`src/hdl/dir_pkg.sv`:
```
// Shared types, constants and helper functions for the duration increment rounder.
package dir_pkg;

   localparam int MagWidth   = 84;
   localparam int StepWidth  = 63;
   localparam int LowWidth   = 64;
   localparam int HighWidth  = 20;
   localparam int ModeWidth  = 4;
   localparam int DivStages  = 28;
   localparam int BitsPerDiv = MagWidth / DivStages;

   localparam logic [MagWidth-1:0] MaxDur = {20'h77359, 64'h3FFFFFFFFFFFFFFF};

   typedef enum logic [ModeWidth-1:0] {
      MODE_CEIL        = 4'd0,
      MODE_FLOOR       = 4'd1,
      MODE_EXPAND      = 4'd2,
      MODE_TRUNC       = 4'd3,
      MODE_HALF_CEIL   = 4'd4,
      MODE_HALF_FLOOR  = 4'd5,
      MODE_HALF_EXPAND = 4'd6,
      MODE_HALF_TRUNC  = 4'd7,
      MODE_HALF_EVEN   = 4'd8
   } round_mode_type;

   typedef enum logic [2:0] {
      UM_ZERO, UM_INF, UM_HALF_ZERO, UM_HALF_INF, UM_HALF_EVEN
   } umode_type;

   // Payload carried down the divider stages.
   typedef struct packed {
      logic                 neg;
      umode_type            umode;
      logic [StepWidth-1:0] step;
      logic [MagWidth-1:0]  mag;
      logic [StepWidth-1:0] rem;
      logic                 qbit;
   } div_data_type;

   typedef struct packed {
      logic [LowWidth-1:0]  result_low;
      logic [HighWidth-1:0] result_high;
      logic                 range_error;
   } rsp_data_type;

   typedef struct packed {
      logic [LowWidth-1:0]        value_low;
      logic signed [HighWidth-1:0] value_high;
      logic [StepWidth-1:0]       step_size;
      logic [ModeWidth-1:0]       round_mode;
   } req_data_type;

   function automatic umode_type map_mode(input logic [ModeWidth-1:0] mode, input logic neg);
      umode_type um;
      begin
         case (mode)
            MODE_CEIL:        um = neg ? UM_ZERO : UM_INF;
            MODE_FLOOR:       um = neg ? UM_INF : UM_ZERO;
            MODE_EXPAND:      um = UM_INF;
            MODE_HALF_CEIL:   um = neg ? UM_HALF_ZERO : UM_HALF_INF;
            MODE_HALF_FLOOR:  um = neg ? UM_HALF_INF : UM_HALF_ZERO;
            MODE_HALF_EXPAND: um = UM_HALF_INF;
            MODE_HALF_TRUNC:  um = UM_HALF_ZERO;
            MODE_HALF_EVEN:   um = UM_HALF_EVEN;
            default:          um = UM_ZERO;
         endcase
         return um;
      end
   endfunction

endpackage

```
`src/hdl/dir_div_stage.sv`:
```
// One restoring-division stage: retires a fixed group of quotient bits per cycle while advance is high.
module dir_div_stage (
   input  logic                  clock,
   input  logic                  reset,
   input  logic                  advance,
   input  logic                  in_valid,
   input  dir_pkg::div_data_type in_data,
   input  logic [6:0]            bit_base,
   output logic                  out_valid,
   output dir_pkg::div_data_type out_data
);
   logic                  valid_ff;
   dir_pkg::div_data_type data_ff;
   dir_pkg::div_data_type data_in;

   always_comb begin
      logic [dir_pkg::StepWidth:0] wide;
      data_in = in_data;
      for (int k = 0; k < dir_pkg::BitsPerDiv; k++) begin
         wide = {data_in.rem, in_data.mag[bit_base - 7'(k)]};
         if (wide >= {1'b0, in_data.step}) begin
            wide = wide - {1'b0, in_data.step};
            data_in.qbit = 1'b1;
         end else begin
            data_in.qbit = 1'b0;
         end
         data_in.rem = wide[dir_pkg::StepWidth-1:0];
      end
   end

   always_ff @(posedge clock) begin
      if (reset) begin
         valid_ff <= 1'b0;
      end else if (advance) begin
         valid_ff <= in_valid;
      end
      if (advance) begin
         data_ff <= data_in;
      end
   end

   assign out_valid = valid_ff;
   assign out_data  = data_ff;
endmodule

```
`config.mk`:
```
export PLATFORM = sky130hd
export DESIGN_NAME = dir_div_stage
export DESIGN_NICKNAME = d
export VERILOG_FILES = /design/src/hdl/dir_pkg.sv /design/src/hdl/dir_div_stage.sv
export SDC_FILE = /design/constraint.sdc
export NUM_CORES = 1
export LEC_CHECK = 0
export BUFFER_PORTS_ARGS = -buffer_cell sky130_fd_sc_hd__buf_2
export CAP_MARGIN = 40
export CORE_ASPECT_RATIO = 1.2
export CORE_MARGIN = 4
export CORE_UTILIZATION = 50
export DETAILED_ROUTE_END_ITERATION = 12
export GPL_TIMING_DRIVEN = 1
export HOLD_SLACK_MARGIN = 0.1
export PLACE_DENSITY = 0.73
export SYNTH_ARGS = -nofsm -noshare
export SYNTH_HDL_FRONTEND = slang
export SYNTH_SLANG_ARGS = --single-unit
```
`constraint.sdc`:
```
create_clock -name clock -period 13 [get_ports clock]
set_input_delay 1.3 -clock clock [delete_from_list [all_inputs] [get_ports clock]]
set_output_delay 1.3 -clock clock [all_outputs]
set_load 0.03 [all_outputs]
```
# Word-level counts from Yosys, hierarchy flattened
# Cells that the tools add are included.
[totals]
latchBits = 0
out_inout_bits = 216
rom_bits = 0
wordCells = 28
ramBits = 0
n_memories = 0
inputBits = 226
ff_bits = 216
[classes]
n_eq_ne = 0
magnitude_cmp = 6
mux = 10
n_addsub = 5
bitwise = 0
n_mul = 0
div = 0
n_reduce_logical = 0
shift = 0
[ops]
columns = ["cell", "n"]
rows = [
  ["64-bit by 63-bit greater-or-equal comparator with 1-bit output", 3],
  ["63-bit two-way mux", 3],
  ["63-bit subtractor", 3],
  ["7-bit by 8-bit less-than comparator with 1-bit output, second input constant", 3],
  ["1-bit binary-select mux with 7-bit select", 3],
  ["7-bit by 1-bit subtractor with 7-bit output, second input constant", 1],
  ["7-bit by 2-bit subtractor with 7-bit output, second input constant", 1],
  ["1-bit two-way mux", 4],
]

# Depth between registers and ports, before layout
[logic_depth]
word_depth = 8
depth_mapped = 50
depth_no_buf = 42

# Worst setup path after synthesis
# OpenSTA, ideal clock, no wires.
[synth_path]
path_kind = "input port to flip-flop"
startpoint = "input port bit_base[0]"
endpoint = "register data_ff (netlist bit out_data[10]), data pin"
setup_ns = 0.260
slack_ns = 1.180
cell_stages = 48
t_required_ns = 12.740
n_path_buf = 8
t_arrival_ns = 11.559
cell_sequence = "clkbuf_1 -> mux4_2 -> mux4_2 -> mux4_2 -> mux2i_1 -> ha_1 -> inv_1 -> fa_1 -> a211oi_1 -> o21bai_1 -> o221ai_2 -> o211ai_2 -> o21a_2 -> o211a_1 -> nor2_1 -> buf_2 -> buf_1 -> nand2_1 -> [... 12 more ...] -> buf_6 -> buf_6 -> mux2_4 -> ha_1 -> clkbuf_2 -> nand4_1 -> or3_1 -> nor4_1 -> a221o_1 -> nor2_2 -> o31ai_4 -> a21oi_2 -> o211ai_1 -> a311oi_2 -> o21a_4 -> inv_6 -> buf_12 -> mux2_4"
[synth_rtl]
columns = ["item", "line_no", "rtl"]
rows = [
  ["start, declared", "dir_div_stage.sv:8", "input logic [6:0] bit_base,"],
  ["end signal, assigned", "dir_div_stage.sv:38", "data_ff <= data_in;"],
  ["end, declared", "dir_div_stage.sv:13", "dir_pkg::div_data_type data_ff;"],
]

==> reports/metrics.cfg <==
[global_routing]
grt_max_degree=98
grt_busiest_layer=met2
grt_overflow=0
antenna_found_initial=12
met2_usage_pct=57.1
grt.total_usage_pct=31.6
grt_pass1_vias=22800
grt_pass1_wl_mm=125
grtUsageMet3_pct=5.26
grt_util_met1_pct=37.3

[clock_network]
cts_tree=done
hold_buffers=0
cts_buffers=24
clock_latency_ps=550
cts_setup_buffers=0
cts_resized=0
clock_path_buffers=3
clk_pin_slew_worst_paths_ps=60
cts.sinks=216
root_buffer=clkbuf_16
cts_htree_levels=1

[critical_path]
cp.depth=50
cp_data_arrival_time_ps=12800
cp_data_required_time_ps=13310
worstSetupPathType=in -> reg
crit_buf_inv=12
worst_path_max_delay_cell=mux4_2
cp_max_fo=22
crit_top_cell=buf_4
worstRegToRegCells=2
slowest_delay_ps=560
startpoint_type=input pin
cp-end-kind=flip-flop
crit_family=compound AO/OA/AOI/OAI gates

[detailed_routing]
drtIter0Drc=1574
vias=22700
drcViolationCount=0
avgViaCountPerCell=5.97
dr.pass1.iters=6
ant_nets=0
drt-total-wl_mm=82.1
routedWlPerCell_um=21.6

[timing]
fin_crit_ps=12490
rsz0062_at_grt=no
fin_crit_sh_pct=96.1
worst_slack_ps=507
tns_ps=0
slew_headroom_pct=35.2
clock-skew-final_ps=0
holdWs_ps=497
fmaxAchievable_ghz=0.0800
tightest_slew_ps=972
hold_viol=0
finalSetupViolations=0
report.final.slew_viol_count=0

[yosys]
synth_flop_cell=edfxtp_1
ys_types=96
netlist_instances=2408
synth_warnings=0
yosys_register_bits=216
synth_area_um2=23000
synth-edff-count=215
async_flop_share_pct=0
avgSynthCellArea_um2=9.56
ys_seq_area_share_pct=28.1
syn_nets=2829

[power_and_ir_drop]
power.leakage_uw=0.0134
power_density_nw_per_um2=207
irDropWorstVdd_v=0.000114

[placement]
gp_congestion=1.01
place_hpwl_mm=69.2
dp.cells=3748
port_buffers=440
post-place-ws_ps=104

[layout]
nFillCells=3761
area_growth_pct=27.1
final_cell_mix=buf_2, buf_4, a21oi_1
finalNonFillerCells=3796
fin_nets=3586
drive_above_1_share_pct=34.9
layout_commonest_cell=buf_2

[die]
num_rows=85
fp.coreArea_um2=45200
die_y_um=243
fp.dieArea_um2=49600
die_x_um=204
initial_utilization_pct=51.0
ios=442

[outcome]
run_status=finished, final reports clean

[hold_path]
whs_path_depth=2
hp-class=reg -> reg

[run]
drv_cap=0

==> Yosys cell counts (all sizes together), types with 27 or more instances <==
| cell | n | share of area (%) |
|---|---|---|
| a21o | 90 | 2.9 |
| a21oi | 232 | 5.1 |
| a31oi | 27 | 0.73 |
| and3 | 29 | 0.79 |
| buf | 44 | 1.5 |
| clkbuf | 54 | 0.90 |
| edfxtp | 215 | 28 |
| ha | 192 | 10 |
| inv | 131 | 2.2 |
| mux2 | 120 | 7.1 |
| mux4 | 80 | 7.8 |
| nand2 | 221 | 3.6 |
| nand3 | 58 | 1.3 |
| nand4 | 49 | 1.4 |
| nor2 | 126 | 2.1 |
| nor3 | 29 | 0.65 |
| o211ai | 28 | 0.93 |
| o21a | 30 | 1.0 |
| o21ai | 155 | 3.4 |
| o21bai | 28 | 0.91 |
| xnor2 | 95 | 3.6 |
| xor2 | 77 | 2.9 |
==> logic make-up (layout without fill, tap and decap cells) <==
family / after synthesis / after routing / share of synthesized area, %
flip-flops: 216 / 216 / 28.1
AND/OR/NAND/NOR: 632 / 632 / 13.4
buffers and inverters: 230 / 1004 / 4.52
other: 0 / 5 / 0
AO/OA/AOI/OAI: 740 / 740 / 20.8
XOR/XNOR: 172 / 172 / 6.54
adder cells (fa/ha/maj): 195 / 195 / 10.7
multiplexers: 223 / 223 / 15.9
==> sequential cells by signal, indices dropped and copies added (netlist names) <==
signal and flops:
out_data 215, out_valid 1
==> metal layers <==
layer  wire, um  vias up
li1           -    10700
met1      30700    10700
met2      41700     1046
met3       6240      181
met4       3430       10
met5         55        -
==> final cells by class <==
type                            instances  area [um^2]  area share (%)
Tap cell                              609          762            2.60
Clock buffer                           27          612            2.09
Multi-Input combinational cell       1962        15500            53.1
Timing Repair Buffer                  829         5250            17.9
Antenna cell                            5         12.5          0.0428
Inverter                              132          500            1.71
Clock inverter                         16          130           0.445
Sequential cell                       216         6480            22.1
==> worst register-to-register path, delay by kind of cell (launching register included) <==
family	cells	cell delay (ps)
and+or+nand+nor	1	50
muxes	1	120
DFF	1	310
==> stage by stage <==
| step | cell area [um^2] | utilization (%) | total power [uW] |
|---|---|---|---|
| 4_1_cts | 29300 | 64.7 | 6030 |
| 3_3_place_gp | 28500 | 63.1 | 5260 |
| 3_5_place_dp | 28500 | 63.1 | 5360 |
| 6_report | 29300 | 64.8 | 6060 |
| 2_1_floorplan | 23000 | - | 3810 |
| 5_1_grt | 29300 | 64.7 | 6430 |
==> worst paths after layout <==
check / start / end / slack [ps]
worst max register to register: out_valid / out_valid / 12420
worst min register to register: out_valid / out_valid / 500
worst min-delay path: out_valid / out_valid / 500
worst max-delay path: bit_base[0] / out_data[40] / 510
==> power breakdown <==
group | total, uW | switching [uW] | leakage [uW] | internal [uW]
Clock | 651 | 292 | 0.000356 | 359
Combinational | 4360 | 2240 | 0.0109 | 2120
Sequential | 1040 | 33.5 | 0.00211 | 1010
Total | 6060 | 2570 | 0.0134 | 3490
Power figures use the tool's default switching activity.
